===== config.mk =====
export PLATFORM = sky130hd
export DESIGN_NAME = prb_fifo
export DESIGN_NICKNAME = d
export VERILOG_FILES = /design/src/prb_pkg.sv /design/src/prb_fifo.sv
export SDC_FILE = /design/constraint.sdc
export NUM_CORES = 1
export LEC_CHECK = 0
export BUFFER_PORTS_ARGS = -buffer_cell sky130_fd_sc_hd__buf_2
export CORE_MARGIN = 3
export CORE_UTILIZATION = 46
export CTS_BUF_LIST = sky130_fd_sc_hd__clkbuf_8 sky130_fd_sc_hd__clkbuf_16
export CTS_CLUSTER_SIZE = 20
export DETAILED_ROUTE_END_ITERATION = 8
export PLACE_DENSITY_LB_ADDON = 0.15
export SLEW_MARGIN = 20
export SYNTH_ARGS = -nofsm -noshare
export SYNTH_HDL_FRONTEND = slang
export SYNTH_SLANG_ARGS = --single-unit

===== constraint.sdc =====
create_clock -name i_clk -period 1.63 [get_ports i_clk]
set_input_delay 0.0815 -clock i_clk [delete_from_list [all_inputs] [get_ports i_clk]]
set_output_delay 0.0815 -clock i_clk [all_outputs]
set_load 0.05 [all_outputs]

===== src/prb_pkg.sv =====
// Shared types, constants and helpers of the port reservation bitmap.
package prb_pkg;

    // Store geometry
    localparam int PORT_COUNT = 65536;
    localparam int WORD_BITS  = 64;
    localparam int WORD_COUNT = (2 * PORT_COUNT) / WORD_BITS;
    localparam int HALF_COUNT = PORT_COUNT / WORD_BITS;
    localparam int ADDR_W     = $clog2(WORD_COUNT);
    localparam int POS_W      = $clog2(WORD_BITS);
    localparam int OFF_W      = $clog2(PORT_COUNT);

    // Fixed field widths
    localparam int PORT_W     = 16;
    localparam int PROTO_W    = 8;
    localparam int CMD_W      = 3;
    localparam int STATUS_W   = 2;

    localparam logic [ADDR_W-1:0] HALF_WORDS = ADDR_W'(HALF_COUNT);
    localparam logic [ADDR_W-1:0] LAST_WORD  = ADDR_W'(WORD_COUNT - 1);

    // Command codes
    localparam logic [CMD_W-1:0] CMD_TEST      = 3'd0;
    localparam logic [CMD_W-1:0] CMD_SET       = 3'd1;
    localparam logic [CMD_W-1:0] CMD_CLEAR     = 3'd2;
    localparam logic [CMD_W-1:0] CMD_CLEAR_ALL = 3'd3;
    localparam logic [CMD_W-1:0] CMD_FIND      = 3'd4;

    // Status codes
    localparam logic [STATUS_W-1:0] ST_DONE     = 2'd0;
    localparam logic [STATUS_W-1:0] ST_REJECT   = 2'd1;
    localparam logic [STATUS_W-1:0] ST_DISABLED = 2'd2;

    // Protocol numbers
    localparam logic [PROTO_W-1:0] PROTO_TCP = 8'd6;
    localparam logic [PROTO_W-1:0] PROTO_UDP = 8'd17;

    // Configuration port
    localparam int CFG_IDX_W  = 1;
    localparam int CFG_DATA_W = 16;
    localparam logic [CFG_IDX_W-1:0] CFG_ENABLED   = 1'd0;
    localparam logic [CFG_IDX_W-1:0] CFG_PORT_BASE = 1'd1;

    // Queue between front and back
    localparam int FIFO_DEPTH = 2;
    localparam int FIFO_PTR_W = $clog2(FIFO_DEPTH);
    localparam int FIFO_CNT_W = $clog2(FIFO_DEPTH + 1);

    typedef struct packed {
        logic [CMD_W-1:0]   command;
        logic               family_is_ipv4;
        logic [PROTO_W-1:0] proto;
        logic [PORT_W-1:0]  port;
        logic [PORT_W-1:0]  marker;
        logic               from_start;
    } t_cmd;

    typedef struct packed {
        logic [STATUS_W-1:0] status;
        logic                hit;
        logic                found;
        logic [PORT_W-1:0]   found_offset;
    } t_result;

    typedef enum logic [2:0] {
        OP_REPORT,
        OP_TEST,
        OP_SET,
        OP_CLEAR,
        OP_CLEAR_ALL,
        OP_FIND
    } t_op;

    // A classified request as it waits for the back end.
    typedef struct packed {
        t_op                 op;
        logic [STATUS_W-1:0] status;
        logic                half;
        logic [ADDR_W-1:0]   addr;
        logic [POS_W-1:0]    pos;
    } t_job;

    typedef struct packed {
        logic clearing;
    } t_back_stat;

    // Word address of an offset inside one protocol's half.
    function automatic logic [ADDR_W-1:0] word_addr(input logic half,
                                                    input logic [PORT_W:0] off);
        return (half ? HALF_WORDS : '0) + ADDR_W'(off >> POS_W);
    endfunction

endpackage


===== src/prb_fifo.sv =====
// Short queue of classified requests between front and back ends.
module prb_fifo (
    input  logic          i_clk,
    input  logic          i_rst_n,
    input  logic          i_push,
    input  prb_pkg::t_job i_job,
    input  logic          i_pop,
    output logic          o_full,
    output logic          o_valid,
    output prb_pkg::t_job o_job
);
    import prb_pkg::*;

    t_job                  r_mem [FIFO_DEPTH];
    logic [FIFO_PTR_W-1:0] r_wptr;
    logic [FIFO_PTR_W-1:0] r_rptr;
    logic [FIFO_CNT_W-1:0] r_count;
    logic                  do_pop;

    assign do_pop = i_pop && (r_count != '0);

    always_ff @(posedge i_clk) begin
        if (!i_rst_n) begin
            r_wptr  <= '0;
            r_rptr  <= '0;
            r_count <= '0;
        end else begin
            if (i_push) begin
                r_wptr <= (r_wptr == FIFO_PTR_W'(FIFO_DEPTH - 1)) ? '0 : r_wptr + 1'b1;
            end
            if (do_pop) begin
                r_rptr <= (r_rptr == FIFO_PTR_W'(FIFO_DEPTH - 1)) ? '0 : r_rptr + 1'b1;
            end
            if (i_push && !do_pop) begin
                r_count <= r_count + 1'b1;
            end else if (!i_push && do_pop) begin
                r_count <= r_count - 1'b1;
            end
        end
    end

    always_ff @(posedge i_clk) begin
        if (i_push) begin
            r_mem[r_wptr] <= i_job;
        end
    end

    assign o_full  = (r_count == FIFO_CNT_W'(FIFO_DEPTH));
    assign o_valid = (r_count != '0);
    assign o_job   = r_mem[r_rptr];

endmodule


Word-level counts from Yosys, hierarchy flattened --
Memories as Yosys holds them, arrays and structs flattened. A register that Yosys moved wholly into a read port is not among the register bits. Index checks and enable logic that the tools add are counted.
Operators by class: add/subtract/negate cells 4, multiply operators 0, divide/modulo/power cells 0, $lt $le $gt $ge 0, eq/ne operators 1, shift-type cells 0, multiplexer cells 8, bitwise gates (word level) 0, reductions and logical operators 7
Operator list (number):
- $mux 1 | 6
- $mux 2 | 2
- $reduce_bool 2->1 | 2
- $logic_and 1x1->1 | 3
- $add 1x1->1 const B | 2
- $add 2x1->2 const B | 1
- $eq 2x2->1 const B | 1
- $logic_not 1->1 | 2
- $sub 2x1->2 const B | 1
Word-level totals: flip-flop bits (word level) 4, latch bits 0, RAM bits 46, ROM bits 0, output and inout bits 25, memories 1
Memory list:
- r_mem | depth 2, width 23, rd ports 1, clocked after memory_dff 1, write ports 1, line prb_fifo.sv:14 | t_job r_mem [FIFO_DEPTH];

Logic depth before layout (Yosys ltp) --
word-level depth 5, depth in mapped cells 5, mapped depth without buffers 5

Worst setup path before layout --
OpenSTA, ideal clock, no wires.
path type reg2reg, from register r_wptr, to memory r_mem[0][0] in the netlist's numbering, enable pin, setup time 0.407 ns, data arrival time 1.384 ns, data required time 1.223 ns, path slack -0.160 ns, stages on the path, launching flop included 2, buffers on the path 0, clock period less this slack 1.790 ns, path through dfxtp_1 -> nor2b_1
RTL lines:
- from (decl) | line prb_fifo.sv:15 | logic [FIFO_PTR_W-1:0] r_wptr;
- from (signal assigned) | line prb_fifo.sv:29 | r_wptr <= (r_wptr == FIFO_PTR_W'(FIFO_DEPTH - 1)) ? '0 : r_wptr + 1'b1;
- to (decl) | line prb_fifo.sv:14
Straight into the memory's write port.

==> flow_metrics.py <==
metrics = {
    "cts": {
        "clk_pin_slew_worst_paths_ns": 0.08,
        "cts_tree": "yes",
        "cts_buffer_depth": 2,
        "clock-sinks": 51,
        "insertion_delay_ns": 0.29,
        "htree_levels": 2,
        "cts_buffers": 5,
        "root_buffer": "clkbuf_8",
    },
    "yosys": {
        "synth-xor-area-share_pct": 1.40,
        "yosys.area_share.simple_pct": 3.01,
        "synth_top_flop_cell": "edfxtp_1",
        "synth_top_family_by_area": "multiplexers",
        "syn_area_sq_mm": 0.00187,
        "synth-adder-area-share_pct": 0.669,
        "syn-num-nets": 121,
        "netlist_top_cells_count": "46 x edfxtp_1, 23 x mux2_2, 5 x dfxtp_1",
        "synth-compound-area-share_pct": 1.34,
        "synthTopCellsByArea": "edfxtp_1 74%, mux2_2 14%, dfxtp_1 5.4%",
        "ys_types": 15,
        "synthMuxAreaShare_pct": 13.8,
        "synth-seq-cells": 51,
        "yosysMostFrequentCell": "edfxtp_1",
        "ys_seq_area_share_pct": 79.2,
        "yosys_warnings": 0,
        "syn_inst": 93,
        "synth_async_sr_flop_share_pct": 0,
        "yosys.area.top_type_share_pct": 73.8,
        "synth_area_leader_cell": "edfxtp_1",
        "synth-edff-count": 46,
        "synth.avg_cell_area_sq_um": 20.1,
    },
    "floorplan": {
        "io_pins": 52,
        "rows": 22,
        "dieArea_sq_mm": 0.00487,
        "coreArea_sq_mm": 0.00380,
        "start_util_pct": 49.2,
        "die_w_um": 69.8,
        "fp.dieH_um": 69.8,
    },
    "critical_path": {
        "crit_family": "buffers and inverters",
        "path_cells": "buf_4, mux2_2, buf_2",
        "critPathSlowestCell": "mux2_2",
        "end_kind": "primary output",
        "path_class": "reg -> out",
        "path_max_fanout": 15,
        "slowest_delay_ns": 0.37,
        "critPathLaunchType": "flop",
        "cp.arrival_ns": 1.46,
        "critPathBufInv": 2,
        "cp.required_ns": 1.55,
    },
    "grt": {
        "overflow": 0,
        "grt_pass1_vias": 1133,
        "grt_max_degree": 17,
        "antenna_found_initial": 0,
        "grt_pass1_wl_um": 5130,
        "grt.total_usage_pct": 13.9,
    },
    "flow_run": {
        "maxCapViolCount": 0,
    },
    "routing": {
        "vias": 1066,
        "drt_pass1_iterations": 2,
        "viasPerCell": 4.70,
        "final_antenna_net_count": 0,
        "avgRoutedWirePerCell_um": 14.2,
        "initialDrtViolationCount": 61,
        "drc": 0,
        "drt-total-wl_um": 3230,
    },
    "place": {
        "dpl.hpwl_um": 2220,
        "port_buffers": 51,
        "gp_congestion": 0.696,
        "dp.cells": 196,
    },
    "sta": {
        "setup_viol": 0,
        "finalClockSkew_ns": 0.00192,
        "fin_crit_sh_pct": 94.3,
        "worstMarginPinSlew_ns": 0.264,
        "hold_violations": 0,
        "fin_tns_setup_ns": 0,
        "slew_headroom_pct": 82.5,
        "rsz0062_at_grt": "false",
        "post-route-min-period_ns": 1.54,
        "fmax_ghz": 0.650,
        "slew_viol_final": 0,
        "whs_ns": 0.0499,
    },
    "cells_and_area": {
        "final_util_pct": 66.9,
        "n_antenna_cell": 0,
        "syn2layout_area_growth_pct": 35.9,
        "nNetsFinal": 206,
        "fin_cells": 227,
        "drive_gt1_share_pct": 50.3,
    },
    "power_and_ir_drop": {
        "irDropWorstVdd_mv": 1.11,
        "power_density_mw_per_mm2": 1460,
        "p_leak_nw": 0.976,
    },
    "status": {
        "outcome": "complete, no violations",
    },
    "hold_path": {
        "hp-class": "in -> reg",
    },
}
cells by family after synthesis:
| logic type | count (synthesis) |
|---|---|
| buf+inv | 2 |
| xor+xnor | 3 |
| compound gates | 4 |
| flops | 51 |
| mux | 23 |
| simple gates | 9 |
| fa+ha+maj | 1 |
final timing paths:
path	from	endpoint	slack, ns	cells past startpoint
worst min-delay path	i_rst_n	r_rptr	0.05	2
worst max register to register	r_count[0]	r_count[1]	0.17	4
worst max-delay path	flop	o_job[15]	0.09	3
worst min register to register	r_count[1]	r_count[1]	0.54	2
sequential cells by signal (all words and copies together), names as in the netlist, named ones only:
signal and flops:
r_wptr 1, r_rptr 1, r_mem 46, r_count 2
routing by layer:
layer	vias up	share of wire, %	track usage, %
li1	525	-	-
met1	507	41	15.3
met2	32	52	23.6
met3	2	5.6	6.09
met4	0	0.56	5.11
met5	-	0	0
worst reg2reg max path: stages (launching register included):
cell	delay (ns)
dfxtp_1	0.43
o21ai_1	0.12
ha_1	0.33
or3_1	0.35
a21boi_1	0.15
through the flow:
step | setup WS, ns | total power [mW] | area, sq um
after detailed placement | 0.188 | 3.04 | 2220
final | 0.0924 | 3.72 | 2540
after global routing | 0.0215 | 3.89 | 2540
after floorplan | 0.277 | 2.73 | 1870
after CTS | 0.0622 | 3.78 | 2540
after global placement | 0.281 | 3.00 | 2220
layout by cell type, fill, tap and decap left out:
cell type	synthesis	routed
mux2_2	23	23
or2_2	1	1
o21ai_0	1	1
clkinvlp_4	0	2
edfxtp_1	46	46
clkbuf_8	0	5
nor2b_1	3	2
nor2b_2	0	1
ha_1	1	1
or3_1	1	1
a21boi_1	1	1
dlygate4sd3_1	0	23
clkinv_2	0	1
dfxtp_1	5	5
o21a_1	1	1
xor2_1	1	1
buf_4	0	6
o21ai_1	1	1
buf_2	2	51
xnor2_1	2	2
and2_1	4	4
report_power, final:
group | switching (mW) | internal (mW)
clock network | 0.391 | 0.299
logic | 0.958 | 0.485
registers | 0.0550 | 1.54
cell type report:
type                            instances  area (sq um)
Tap cell                               48          60.1
Fill cell                             275          1260
Clock buffer                            5          68.8
Clock inverter                          3          20.0
Multi-Input combinational cell         40           382
Timing Repair Buffer                   80           531
Sequential cell                        51          1480
repair_timing:
action | CTS | global route
hold buffers | 23 | 0
resized for setup | 0 | 0
hold endpoints to repair | 46 | 0
setup buffers | 0 | 0
endpoints found under the setup margin | 0 | 0
No activity file was read; power rests on OpenSTA's default activity.
