<file path="src/prb_pkg.sv">
// Shared types, constants and helpers of the port reservation bitmap.
package prb_pkg;

    // Store geometry
    localparam int PORT_COUNT = 65536;
    localparam int WORD_BITS  = 64;
    localparam int WORD_COUNT = (2 * PORT_COUNT) / WORD_BITS;
    localparam int HALF_COUNT = PORT_COUNT / WORD_BITS;
    localparam int ADDR_W     = $clog2(WORD_COUNT);
    localparam int POS_W      = $clog2(WORD_BITS);
    localparam int OFF_W      = $clog2(PORT_COUNT);

    // Fixed field widths
    localparam int PORT_W     = 16;
    localparam int PROTO_W    = 8;
    localparam int CMD_W      = 3;
    localparam int STATUS_W   = 2;

    localparam logic [ADDR_W-1:0] HALF_WORDS = ADDR_W'(HALF_COUNT);
    localparam logic [ADDR_W-1:0] LAST_WORD  = ADDR_W'(WORD_COUNT - 1);

    // Command codes
    localparam logic [CMD_W-1:0] CMD_TEST      = 3'd0;
    localparam logic [CMD_W-1:0] CMD_SET       = 3'd1;
    localparam logic [CMD_W-1:0] CMD_CLEAR     = 3'd2;
    localparam logic [CMD_W-1:0] CMD_CLEAR_ALL = 3'd3;
    localparam logic [CMD_W-1:0] CMD_FIND      = 3'd4;

    // Status codes
    localparam logic [STATUS_W-1:0] ST_DONE     = 2'd0;
    localparam logic [STATUS_W-1:0] ST_REJECT   = 2'd1;
    localparam logic [STATUS_W-1:0] ST_DISABLED = 2'd2;

    // Protocol numbers
    localparam logic [PROTO_W-1:0] PROTO_TCP = 8'd6;
    localparam logic [PROTO_W-1:0] PROTO_UDP = 8'd17;

    // Configuration port
    localparam int CFG_IDX_W  = 1;
    localparam int CFG_DATA_W = 16;
    localparam logic [CFG_IDX_W-1:0] CFG_ENABLED   = 1'd0;
    localparam logic [CFG_IDX_W-1:0] CFG_PORT_BASE = 1'd1;

    // Queue between front and back
    localparam int FIFO_DEPTH = 2;
    localparam int FIFO_PTR_W = $clog2(FIFO_DEPTH);
    localparam int FIFO_CNT_W = $clog2(FIFO_DEPTH + 1);

    typedef struct packed {
        logic [CMD_W-1:0]   command;
        logic               family_is_ipv4;
        logic [PROTO_W-1:0] proto;
        logic [PORT_W-1:0]  port;
        logic [PORT_W-1:0]  marker;
        logic               from_start;
    } t_cmd;

    typedef struct packed {
        logic [STATUS_W-1:0] status;
        logic                hit;
        logic                found;
        logic [PORT_W-1:0]   found_offset;
    } t_result;

    typedef enum logic [2:0] {
        OP_REPORT,
        OP_TEST,
        OP_SET,
        OP_CLEAR,
        OP_CLEAR_ALL,
        OP_FIND
    } t_op;

    // A classified request as it waits for the back end.
    typedef struct packed {
        t_op                 op;
        logic [STATUS_W-1:0] status;
        logic                half;
        logic [ADDR_W-1:0]   addr;
        logic [POS_W-1:0]    pos;
    } t_job;

    typedef struct packed {
        logic clearing;
    } t_back_stat;

    // Word address of an offset inside one protocol's half.
    function automatic logic [ADDR_W-1:0] word_addr(input logic half,
                                                    input logic [PORT_W:0] off);
        return (half ? HALF_WORDS : '0) + ADDR_W'(off >> POS_W);
    endfunction

endpackage

</file>
<file path="src/prb_front.sv">
// Front end: configuration registers and classification of incoming requests.
module prb_front (
    input  logic                           i_clk,
    input  logic                           i_rst_n,
    input  logic                           i_accept,
    input  prb_pkg::t_cmd                  i_cmd,
    input  logic                           i_cfg_we,
    input  logic [prb_pkg::CFG_IDX_W-1:0]  i_cfg_idx,
    input  logic [prb_pkg::CFG_DATA_W-1:0] i_cfg_data,
    output logic                           o_push,
    output prb_pkg::t_job                  o_job
);
    import prb_pkg::*;

    logic              r_enabled;
    logic [PORT_W-1:0] r_port_base;

    logic            proto_ok;
    logic            is_udp;
    logic [PORT_W:0] diff;
    logic            in_window;
    logic [PORT_W:0] start;
    t_job            job;

    always_ff @(posedge i_clk) begin
        if (!i_rst_n) begin
            r_enabled   <= 1'b1;
            r_port_base <= '0;
        end else if (i_cfg_we) begin
            if (i_cfg_idx == CFG_ENABLED) begin
                r_enabled <= i_cfg_data[0];
            end
            if (i_cfg_idx == CFG_PORT_BASE) begin
                r_port_base <= i_cfg_data[PORT_W-1:0];
            end
        end
    end

    assign is_udp    = (i_cmd.proto == PROTO_UDP);
    assign proto_ok  = (i_cmd.proto == PROTO_TCP) || is_udp;
    assign diff      = {1'b0, i_cmd.port} - {1'b0, r_port_base};
    // The window is cut at the top of the port range on its own.
    assign in_window = !diff[PORT_W] && (diff < (PORT_W+1)'(PORT_COUNT));
    assign start     = i_cmd.from_start ? '0 : ({1'b0, i_cmd.marker} + 1'b1);

    always_comb begin
        job.op     = OP_REPORT;
        job.status = ST_DONE;
        job.half   = is_udp;
        job.addr   = '0;
        job.pos    = '0;
        if (!r_enabled) begin
            job.status = ST_DISABLED;
        end else begin
            case (i_cmd.command)
                CMD_TEST, CMD_SET, CMD_CLEAR: begin
                    if (i_cmd.family_is_ipv4 && proto_ok && in_window) begin
                        case (i_cmd.command)
                            CMD_TEST: job.op = OP_TEST;
                            CMD_SET:  job.op = OP_SET;
                            default:  job.op = OP_CLEAR;
                        endcase
                        job.addr = word_addr(is_udp, diff);
                        job.pos  = POS_W'(diff);
                    end else begin
                        job.status = ST_REJECT;
                    end
                end
                CMD_CLEAR_ALL: begin
                    job.op = OP_CLEAR_ALL;
                end
                CMD_FIND: begin
                    if (!proto_ok) begin
                        job.status = ST_REJECT;
                    end else if (start < (PORT_W+1)'(PORT_COUNT)) begin
                        job.op   = OP_FIND;
                        job.addr = word_addr(is_udp, start);
                        job.pos  = POS_W'(start);
                    end
                    // A start past the end of the half reports nothing found.
                end
                default: begin
                    job.status = ST_REJECT;
                end
            endcase
        end
    end

    assign o_push = i_accept;
    assign o_job  = job;

endmodule

</file>
<file path="config.mk">
export PLATFORM = sky130hd
export DESIGN_NAME = prb_front
export DESIGN_NICKNAME = d
export VERILOG_FILES = /design/src/prb_pkg.sv /design/src/prb_front.sv
export SDC_FILE = /design/constraint.sdc
export NUM_CORES = 1
export LEC_CHECK = 0
export BUFFER_PORTS_ARGS = -buffer_cell sky130_fd_sc_hd__buf_4
export CORE_MARGIN = 2
export CORE_UTILIZATION = 52
export DETAILED_ROUTE_END_ITERATION = 10
export PLACE_DENSITY_LB_ADDON = 0.15
export SYNTH_ARGS = -nofsm -noshare
export SYNTH_HDL_FRONTEND = slang
export SYNTH_SLANG_ARGS = --single-unit
</file>
<file path="constraint.sdc">
create_clock -name i_clk -period 6.5 [get_ports i_clk]
set_input_delay 1.3 -clock i_clk [delete_from_list [all_inputs] [get_ports i_clk]]
set_output_delay 1.3 -clock i_clk [all_outputs]
set_load 0.01 [all_outputs]
</file>
Yosys cells after proc, flatten, opt, wreduce, memory -nomap -nowiden
Cells that the tools add are included.
- muxes and demuxes: 17
- equal/unequal tests: 6
- reductions and logical operators: 9
- magnitude comparators: 2
- bitwise gates (word level): 1
- add/sub/neg operators: 4
- operator list (operator ; count):
    17-bit 2-to-1 mux ; 5
    17-bit less-than comparator (second input constant) ; 2
    17-bit one-hot mux with 2 select lines ; 1
    11-bit adder ; 2
    16-bit by 1-bit adder with 17-bit output (second input constant) ; 1
    16-bit by 16-bit subtractor with 17-bit output ; 1
    11-bit 2-to-1 mux ; 1
    3-bit 2-to-1 mux ; 3
    3-bit one-hot mux with 3 select lines ; 1
    8-bit by 3-bit == test with 1-bit output (second input constant) ; 1
    8-bit by 5-bit == test with 1-bit output (second input constant) ; 1
    3-bit by 2-bit == test with 1-bit output (second input constant) ; 2
    2-bit one-hot mux with 3 select lines ; 1
    2-bit 2-to-1 mux ; 2
    2-bit one-hot mux with 2 select lines ; 1
    2-bit AND reduction ; 2
    3-bit by 1-bit == test with 1-bit output (second input constant) ; 1
    3-bit == test (second input constant) ; 1
    1-bit logical AND ; 3
    3-bit zero test ; 1
    3-bit OR reduction ; 1
    1-bit 2-to-1 mux ; 2
    1-bit zero test ; 1
    1-bit logical OR ; 1
    1-bit NOT ; 1
- output and inout port bits: 24
- flip-flop bits (word level): 17

Depth between registers and ports, before layout
Gate-level depths: netlist of the first run.
- depth after elaboration: 7
- gate-level depth with buffers: 10
- depth with buffers taken out: 9

Worst setup path after synthesis of the first run
OpenSTA, ideal clock, no wires.
- kind: input -> output
- start point: input i_cmd[17] (netlist bit)
- end point: output o_job[7] (netlist bit)
- data required time: 5.200 ns
- stages: 10
- slack: 1.890 ns
- arrival: 3.310 ns
- cell sequence: inv_1 > ha_1 > fa_1 > nand2b_1 > a21oi_1 > o21a_1 > a31o_2 > nand4_2 > buf_2 > o22ai_1
- RTL lines (element ; line ; RTL):
    start: declaration ; prb_front.sv:6 ; input prb_pkg::t_cmd i_cmd,
    end: declaration ; prb_front.sv:11 ; output prb_pkg::t_job o_job

==> reports/results.tsv, run 1 <==
metric	value	unit
status	completed	
crit path max-delay cell type	o32ai_1	
most frequent cells in the layout	buf_4, nand2_1, inv_1	
Synth top area share	0.164	
most common cell after layout, fill and taps aside	buf_4	
drt wl/cell	12.6	um
critical path depth in cells	11	
ANT cells	0	
Max Transition Viols Final	0	
DIE AREA	0.00450	sq mm
Req. time, crit path	5.20	ns
# port buffers	87	
Detail Route Antenna Nets	0	
fin crit period	5.27	ns
vias in the first global route	2068	
first-pass GRT wire length	8520	um
Max-cap violations	0	
Mapped Area	0.00207	sq mm
Least-Margin Pin Slew	0.616	ns
CTS Hold Buffers Added	0	
Initial Utilization	0.553	
CORE AREA	0.00374	sq mm
Mapped Cells	280	
DRT iter0 DRCs	149	
max_slew headroom	0.586	
CP bufs+invs	3	
f_max	190	MHz
number of distinct library cells after synthesis	46	
total clock sinks	17	
DRC	0	
clock-pin slew on the worst setup and hold paths	0.06	ns
CTS buffer count	3	
largest net degree at the start of global routing	18	
Crit Path Class	input pin to output port	
ys async rst share	0	
post-synth top area cell	dfxtp_1	
RePlAce Congestion	0.821	
switching power	0.000105	W
DR vias	2242	
dominant synthesized flop cell	dfxtp_1	
Clock power frac	0.228	
crit path cell chain	buf_4 > inv_1 > ha_1 > fa_1 > nand2b_1 > a21oi_1 > o21a_1 > a31o_2 > nand4_2 > o32ai_1 > buf_4	
Worst Path Arrival	3.97	ns
# rows	22	
delay-heaviest family, CP	compound AO/OA/AOI/OAI gates	
Final Skew	0	ns
Pwr Density	118	mW/mm^2
Worst Reg-to-Reg Cells	4	
fraction of layout cells with a size suffix above 1	0.287	
Switching Share	0.321	
Layout area overhead	34.2	%
LEAKAGE	1.21	nW
post-CTS sizing	0	
vias per cell	5.47	
Syn Nets	364	
GRT Total Usage	0.239	
final setup fails	0	
FF+latch count, synth	17	
mean post-synth cell area	7.39	sq um
Flop pwr share	0.343	
startpoint types	input pin	
final net count	447	
I/O pin count	90	
placed cell count	406	
H-tree levels	1	
Tcrit/Tclk final	0.810	
DRT Wirelength	5180	um
die height	67.1	um
Finished Layout Cells	410	
Worst path most repeated cell	buf_4	
combinational share of power	0.429	
worst ir drop on vdd	0.000140	V
CTS tree	built	
worst min path class	flop to flop	
Setup crit end kind	output port	
hold slack	0.461	ns
design internal power	0.000222	W
clock buffer depth	2	
HPWL after DPL	4320	um
Final Hold Violating Endpoints	0	
hold depth	2	
Fin Setup TNS	0	ns
Post-synth EDFFs	0	
Synth Warn #	0	
initial antenna violation count	0	
Worst-Skew Late Latency	0.24	ns
sequential area share after synthesis	0.164	
Pre-antenna DRT Iters	4	
post-CTS setup buffers	0	
RSZ-0062 raised after global routing	no	
Die W	67.1	um
crit-path max FO	17	
top post-synthesis cells by area	dfxtp_1, ha_1, nand2_1	
CP max stage delay	0.49	ns
grt total ovfl	0	
root buffer cell	clkbuf_8	
final timing paths:
check                                 endpoint  slack [ns]                    startpoint
setup reg to reg        r_enabled$_SDFFE_PN1P_        5.60        r_enabled$_SDFFE_PN1P_
hold reg to reg   r_port_base[15]$_SDFFE_PN0P_        0.46  r_port_base[15]$_SDFFE_PN0P_
setup / recovery                     o_job[13]        1.23                     i_cmd[17]
hold / removal    r_port_base[15]$_SDFFE_PN0P_        0.46  r_port_base[15]$_SDFFE_PN0P_
state kept, by name, summed over array words and instances, names as in the netlist:
| signal | flops |
|---|---|
| r_enabled | 1 |
| r_port_base | 16 |
metal layers:
layer,vias to the layer above,global-route usage,routed length (um)
met2,83,0.413,2340
met1,991,0.310,2370
met4,0,0.0765,42
met5,-,0,0
met3,4,0.0220,425
li1,1164,-,-
power by group through the flow:
stage	Combinational (W)	Sequential, W	Clock, W
final	0.000140	0.000112	0.0000744
after floorplan	0.0000856	0.000113	0
after global routing	0.000156	0.000113	0.0000810
after detailed placement	0.000138	0.000114	0
after global placement	0.000136	0.000114	0
after CTS	0.000139	0.000112	0.0000765
Yosys cell counts (all sizes together) (7+ instances only):
library cell / number
nand2: 51
nand2b: 8
nor2: 15
o22ai: 11
xor2: 13
nand3: 7
inv: 22
a21oi: 17
dfxtp: 17
xnor2: 10
ha: 17
a21boi: 17
worst min-delay path, cell delays in order, from the launching register on:
cell and delay (ns):
dfxtp_1 0.31, nand2_1 0.05, a21boi_0 0.06
area by class of cell:
class                           count  area [sq um]
Clock buffer                        4          45.0
Inverter                           22          82.6
Timing Repair Buffer               87           653
Tap cell                           48          60.1
Fill cell                         341           966
Multi-Input combinational cell    232          1600
Sequential cell                    17           340
metrics by stage:
step | area, sq um | setup WS (ns) | total power (W) | utilization
final | 2780 | 1.23 | 0.000327 | 0.742
after detailed placement | 2730 | 1.24 | 0.000253 | 0.730
after global routing | 2780 | 1.07 | 0.000350 | 0.742
after CTS | 2780 | 1.24 | 0.000328 | 0.742
after global placement | 2730 | 1.37 | 0.000250 | 0.730
after floorplan | 2070 | 1.89 | 0.000199 | -
cell families (layout without fill, tap and decap cells):
logic type               count (synthesis)  after routing  share of synthesized area
AO/OA/AOI/OAI                           80             80                      0.297
XOR/XNOR                                23             23                     0.0973
adder cells (fa/ha/maj)                 18             18                      0.112
buffers and inverters                   31            113                     0.0641
flip-flops                              17             17                      0.164
AND/OR/NAND/NOR                        111            111                      0.264
(Power assumes the default switching activity.)
==> run 2: changes to the inputs <==
- ABC_AREA: not set -> 1
- CORE_UTILIZATION: 52 -> 46
- clock period: 6.5 -> 4.3 ns (I/O delays scaled with it)
==> run 2 against run 1 <==
  * Critical path depth increased by 5
  * Die area grew 36%
  * Synthesized cell count up 63%
  * Sequential share of layout area is 1.9 points lower
  * Via count rose by 32%
  * Worst hold slack worse by 0.0068 ns
  * Worst setup slack got worse by 0.53 ns
  * Register-to-register slack worse by 2.4 ns
  * Critical endpoint is now o_job[12]
==> reports/results.tsv, run 2 <==
metric	value	unit
status	completed	
Syn Nets	539	
number of distinct library cells after synthesis	37	
Worst Reg-to-Reg Cells	2	
post-CTS sizing	0	
Worst-Skew Late Latency	0.25	ns
met1 GRT Util	0.279	
mux contribution to synthesized area	0	
Final Hold Violating Endpoints	0	
DR vias	2953	
hold depth	2	
Max Transition Viols Final	0	
CORE AREA	0.00541	sq mm
DRT Wirelength	6520	um
number of flip-flops in the largest register	16	
f_max	278	MHz
initial antenna violation count	0	
post-CTS setup buffers	0	
Synth Area in Compound Gates	0.160	
XOR/XNOR Fraction of Synth Area	0.0242	
FF+latch count, synth	17	
GR Util met3	0.0184	
# port buffers	87	
Synth Warn #	0	
# rows	27	
clock-pin slew on the worst setup and hold paths	0.06	ns
drt wl/cell	10.7	um
CTS Hold Buffers Added	0	
first-pass GRT wire length	11200	um
Setup crit end kind	output port	
CTS tree	built	
Post-Synth Simple-Gate Area	0.429	
Finished Layout Cells	610	
Max-cap violations	0	
ys async rst share	0	
top cells by count, synth	nand2_1, inv_1, nor2_1	
final setup fails	0	
H-tree levels	1	
Crit Path Class	input pin to output port	
DIE AREA	0.00612	sq mm
CTS buffer count	3	
Fin Setup TNS	0	ns
Initial Utilization	0.469	
largest family of logic cells by synthesized area	simple AND/OR/NAND/NOR gates	
max_slew headroom	0.474	
most common cell after layout, fill and taps aside	nand2_1	
root buffer cell	clkbuf_8	
Synth top area share	0.170	
total clock sinks	17	
fraction of layout cells with a size suffix above 1	0.249	
mean post-synth cell area	5.57	sq um
fin crit period	3.59	ns
DRC	0	
dominant synthesized flop cell	dfxtp_1	
Synth Area in Adders	0.0918	
Pwr Density	174	mW/mm^2
startpoint types	input pin	
sequential area share after synthesis	0.134	
die height	78.3	um
largest net degree at the start of global routing	32	
Tcrit/Tclk final	0.836	
GRT Total Usage	0.218	
hold slack	0.454	ns
Reg with most FFs	r_port_base	
crit-path max FO	12	
Mapped Area	0.00254	sq mm
clock buffer depth	2	
LEAKAGE	1.77	nW
HPWL after DPL	5560	um
Layout area overhead	29.1	%
most frequent cells in the layout	nand2_1, buf_4, inv_1	
Req. time, crit path	3.44	ns
worst min path class	flop to flop	
Final Skew	0	ns
Post-synth EDFFs	0	
Top Registers	r_port_base: 16 flops, r_enabled: 1 flops	
Least-Margin Pin Slew	0.787	ns
placed cell count	606	
Worst Path Arrival	2.73	ns
top post-synthesis cells by area	nand2_1, dfxtp_1, inv_1	
Hold EP	r_port_base[12]$_SDFFE_PN0P_	
HP Start	r_port_base[12]$_SDFFE_PN0P_	
RePlAce Congestion	0.848	
vias in the first global route	2750	
vias per cell	4.84	
reg2reg end	r_enabled$_SDFFE_PN1P_	
R2R Setup Slk	3.21	ns
reg-to-reg startpoint	r_enabled$_SDFFE_PN1P_	
DRT iter0 DRCs	114	
global routing usage on met2	0.378	
RSZ-0062 raised after global routing	no	
Detail Route Antenna Nets	0	
final net count	623	
worst ir drop on vdd	0.000208	V
Pre-antenna DRT Iters	6	
post-synth top area cell	nand2_1	
grt total ovfl	0	
grt peak-use layer	met2	
Mapped Cells	455	
I/O pin count	90	
most frequent cell after synthesis	nand2_1	
Die W	78.3	um
ANT cells	0	
run 2: cell types whose count changed after synthesis, moves of 13 or more:
| cell | change |
|---|---|
| nor2_1 | +36 |
| nand2_1 | +64 |
| a21oi_1 | +19 |
| a21boi_0 | -17 |
| inv_1 | +65 |
| nand3_1 | +20 |
| o21ai_0 | +16 |
| nand2_2 | +13 |
run 2: area by class of cell:
type                    count  area (sq um)
inverters                  92           348
multi-input cells         337          1790
fillers                   541          2130
repair buffers             88           661
flip-flops and latches     17           340
well taps                  72          90.1
clock buffers               4          45.0
run 2: worst max-delay path by stage:
| stage | cells past startpoint | to | slack (ns) | start |
|---|---|---|---|---|
| after floorplan | 15 | o_job[1] | 0.96 | i_cmd[17] |
| after detailed placement | 16 | o_job[12] | 0.69 | i_cmd[17] |
| after global placement | 16 | o_job[15] | 0.73 | i_cmd[17] |
| after global routing | 16 | o_job[15] | 0.55 | i_cmd[17] |
| after CTS | 16 | o_job[12] | 0.69 | i_cmd[17] |
| final | 16 | o_job[12] | 0.71 | i_cmd[17] |
run 2: layer usage:
metal,routed length (um),up-vias,share of wire
met5,0,-,0
met4,119,0,0.018
met3,418,12,0.064
met2,2970,106,0.46
met1,3010,1245,0.46
li1,-,1590,-
run 2: kinds of logic after synthesis:
group,Yosys count
and+or+nand+nor,240
AOI/OAI and AO/OA,72
buffers and inverters,101
DFF,17
adders and majority gates,18
xor gates and xnor gates,7
run 2: where the power goes:
group          internal [W]  switching [W]
clock network     0.0000656      0.0000507
logic              0.000118       0.000163
registers          0.000168     0.00000315
total              0.000351       0.000217
run 2: per-stage QoR:
step | setup WS [ns] | util | cell area [sq um] | power, W
finish | 0.707 | 0.606 | 3270 | 0.000568
global route | 0.546 | 0.606 | 3270 | 0.000622
CTS | 0.689 | 0.606 | 3270 | 0.000571
detailed placement | 0.691 | 0.597 | 3230 | 0.000454
global placement | 0.725 | 0.597 | 3230 | 0.000450
floorplan | 0.964 | - | 2540 | 0.000358
run 2: critical path, stage by stage:
cell	delay [ns]
buf_4	0.07
inv_1	0.03
ha_1	0.21
fa_1	0.40
inv_1	0.09
nand3_1	0.08
nand3_2	0.09
nand2_1	0.06
nand2_2	0.07
nand2_1	0.06
nand2_2	0.08
nand2_4	0.09
inv_4	0.16
nand3_1	0.10
a21oi_1	0.14
buf_4	0.14
==> run 3: changes to the inputs <==
- clock period: 4.3 -> 3 ns (I/O delays scaled with it)
==> run 3 against run 2 <==
  * Die area is the same
  * Clock power is 48% higher
  * Largest power group unchanged
  * Highest routed layer unchanged
  * Sequential share of layout area fell by 0.49 points
==> reports/results.tsv, run 3 (synthesis gave the netlist of run 2 again) <==
metric	value	unit
status	completed	
Reg with most FFs	r_port_base	
Finished Layout Cells	617	
root buffer cell	clkbuf_8	
CP bufs+invs	5	
RSZ-0062 raised after global routing	yes	
RePlAce Congestion	0.890	
Req. time, crit path	2.40	ns
Final Hold Violating Endpoints	0	
worst min path class	flop to flop	
CTS Hold Buffers Added	0	
total clock sinks	17	
CP max stage delay	0.39	ns
Max Transition Viols Final	0	
most frequent cells in the layout	nand2_1, buf_4, inv_1	
Worst Path Arrival	2.34	ns
clock-pin slew on the worst setup and hold paths	0.06	ns
worst setup margin	0.0617	ns
Final Skew	0	ns
Hold EP	r_port_base[9]$_SDFFE_PN0P_	
Max-cap violations	0	
I/O pin count	90	
area occupied by registers	340	sq um
# rows	27	
Crit Path Class	input pin to output port	
HP Start	r_port_base[9]$_SDFFE_PN0P_	
reg-to-reg startpoint	r_enabled$_SDFFE_PN1P_	
DIE AREA	0.00612	sq mm
CORE AREA	0.00541	sq mm
largest net degree at the start of global routing	32	
most common cell after layout, fill and taps aside	nand2_1	
initial antenna violation count	0	
DRC	0	
clock buffer depth	2	
Worst Reg-to-Reg Cells	2	
f_max	340	MHz
drt wl/cell	10.7	um
Pre-antenna DRT Iters	4	
fraction of layout cells with a size suffix above 1	0.294	
GRT Total Usage	0.212	
fin crit period	2.94	ns
delay-heaviest family, CP	simple AND/OR/NAND/NOR gates	
final net count	630	
startpoint types	input pin	
Worst-Skew Late Latency	0.25	ns
area occupied by multi-input gates	0.00187	sq mm
Initial Utilization	0.469	
Die W	78.3	um
first-pass GRT wire length	11000	um
ANT cells	0	
HPWL after DPL	5540	um
die height	78.3	um
DRT iter0 DRCs	120	
crit-path max FO	5	
H-tree levels	1	
crit path cell chain	buf_8 > inv_4 > ha_4 > fa_2 > inv_2 > nand3_2 > nand3_2 > nand2_2 > nand2_2 > nand2_2 > nand2_2 > nand2_4 > buf_12 > nor2_4 > nor2_2 > nor2_1 > buf_4	
DRT Wirelength	6620	um
crit path max-delay cell type	fa_2	
Fill cells	555	
Least-Margin Pin Slew	0.768	ns
R2R Setup Slk	1.90	ns
final setup fails	0	
vias per cell	4.82	
worst ir drop on vdd	0.000222	V
total power	0.000849	W
Worst path most repeated cell	nand2_2	
CTS tree	built	
Layout area overhead	35.4	%
Tcrit/Tclk final	0.979	
DR vias	2974	
# port buffers	87	
vias in the first global route	2689	
Setup WS pre-CTS	-0.0113	ns
max_slew headroom	0.487	
number of flip-flops in the largest register	16	
grt total ovfl	0	
Setup crit end kind	output port	
Pwr Density	247	mW/mm^2
Detail Route Antenna Nets	0	
hold depth	2	
Top Registers	r_port_base: 16 flops, r_enabled: 1 flops	
CTS buffer count	3	
reg2reg end	r_enabled$_SDFFE_PN1P_	
LEAKAGE	1.81	nW
placed cell count	612	
==> run 3: cell types whose count changed in the layout (fill, tap and decap cells not counted), moves of 2 or more <==
cell and change:
nor2_4 +4, buf_4 +5, nor2_2 +5, ha_1 -2
inv_1 -2, nor2_1 -9, nand2_1 -3, nand2_2 +3
==> run 3: timing repair <==
item                       4_1_cts  5_1_grt
buffers inserted                 0        1
setup endpoints to repair        2       17
pin swaps                        0       14
gates resized for setup          2       28
==> run 3: stage by stage <==
step,TNS [ns],util,area (sq um),hold slack [ns]
floorplan,0,-,2540,0.433
global placement,0,0.608,3290,0.443
detailed placement,-0.0113,0.608,3290,0.450
CTS,0,0.617,3340,0.458
global route,-0.220,0.635,3430,0.475
finish,0,0.635,3430,0.454
==> run 3: cell type report <==
class                           instances  area share
Sequential cell                        17      0.0991
Tap cell                               72      0.0262
Timing Repair Buffer                   95       0.214
Clock buffer                            4      0.0131
Multi-Input combinational cell        337       0.545
Inverter                               92       0.103
==> run 3: worst max-delay path by stage <==
stage / startpoint / endpoint / slack, ns / depth (start not counted)
after floorplan: i_cmd[17] / o_job[1] / 0.18 / 15
after global placement: i_cmd[17] / o_job[15] / 0.02 / 16
after detailed placement: i_cmd[17] / o_job[15] / -0.01 / 16
after CTS: i_cmd[17] / o_job[10] / 0.04 / 17
after global routing: i_cmd[17] / o_job[8] / -0.05 / 17
final: i_cmd[17] / o_job[10] / 0.06 / 17
==> run 3: tightest hold or removal path, stage by stage, from the launching register on <==
cell	delay [ns]
dfxtp_1	0.30
inv_1	0.06
a21oi_1	0.05
==> run 3: power breakdown <==
group | leakage, nW | switching, W | internal (W)
Combinational | 1.65 | 0.000246 | 0.000185
Sequential | 0.140 | 0.00000507 | 0.000241
Clock | 0.0228 | 0.0000774 | 0.0000943
Total | 1.81 | 0.000328 | 0.000520
==> run 3: metal layers <==
| layer | vias to the layer above | GRT usage | share of wire |
|---|---|---|---|
| met1 | 1276 | 0.259 | 0.45 |
| met5 | - | 0 | 0 |
| met2 | 86 | 0.393 | 0.48 |
| met4 | 0 | 0.0632 | 0.014 |
| met3 | 9 | 0.0195 | 0.051 |
| li1 | 1603 | - | - |
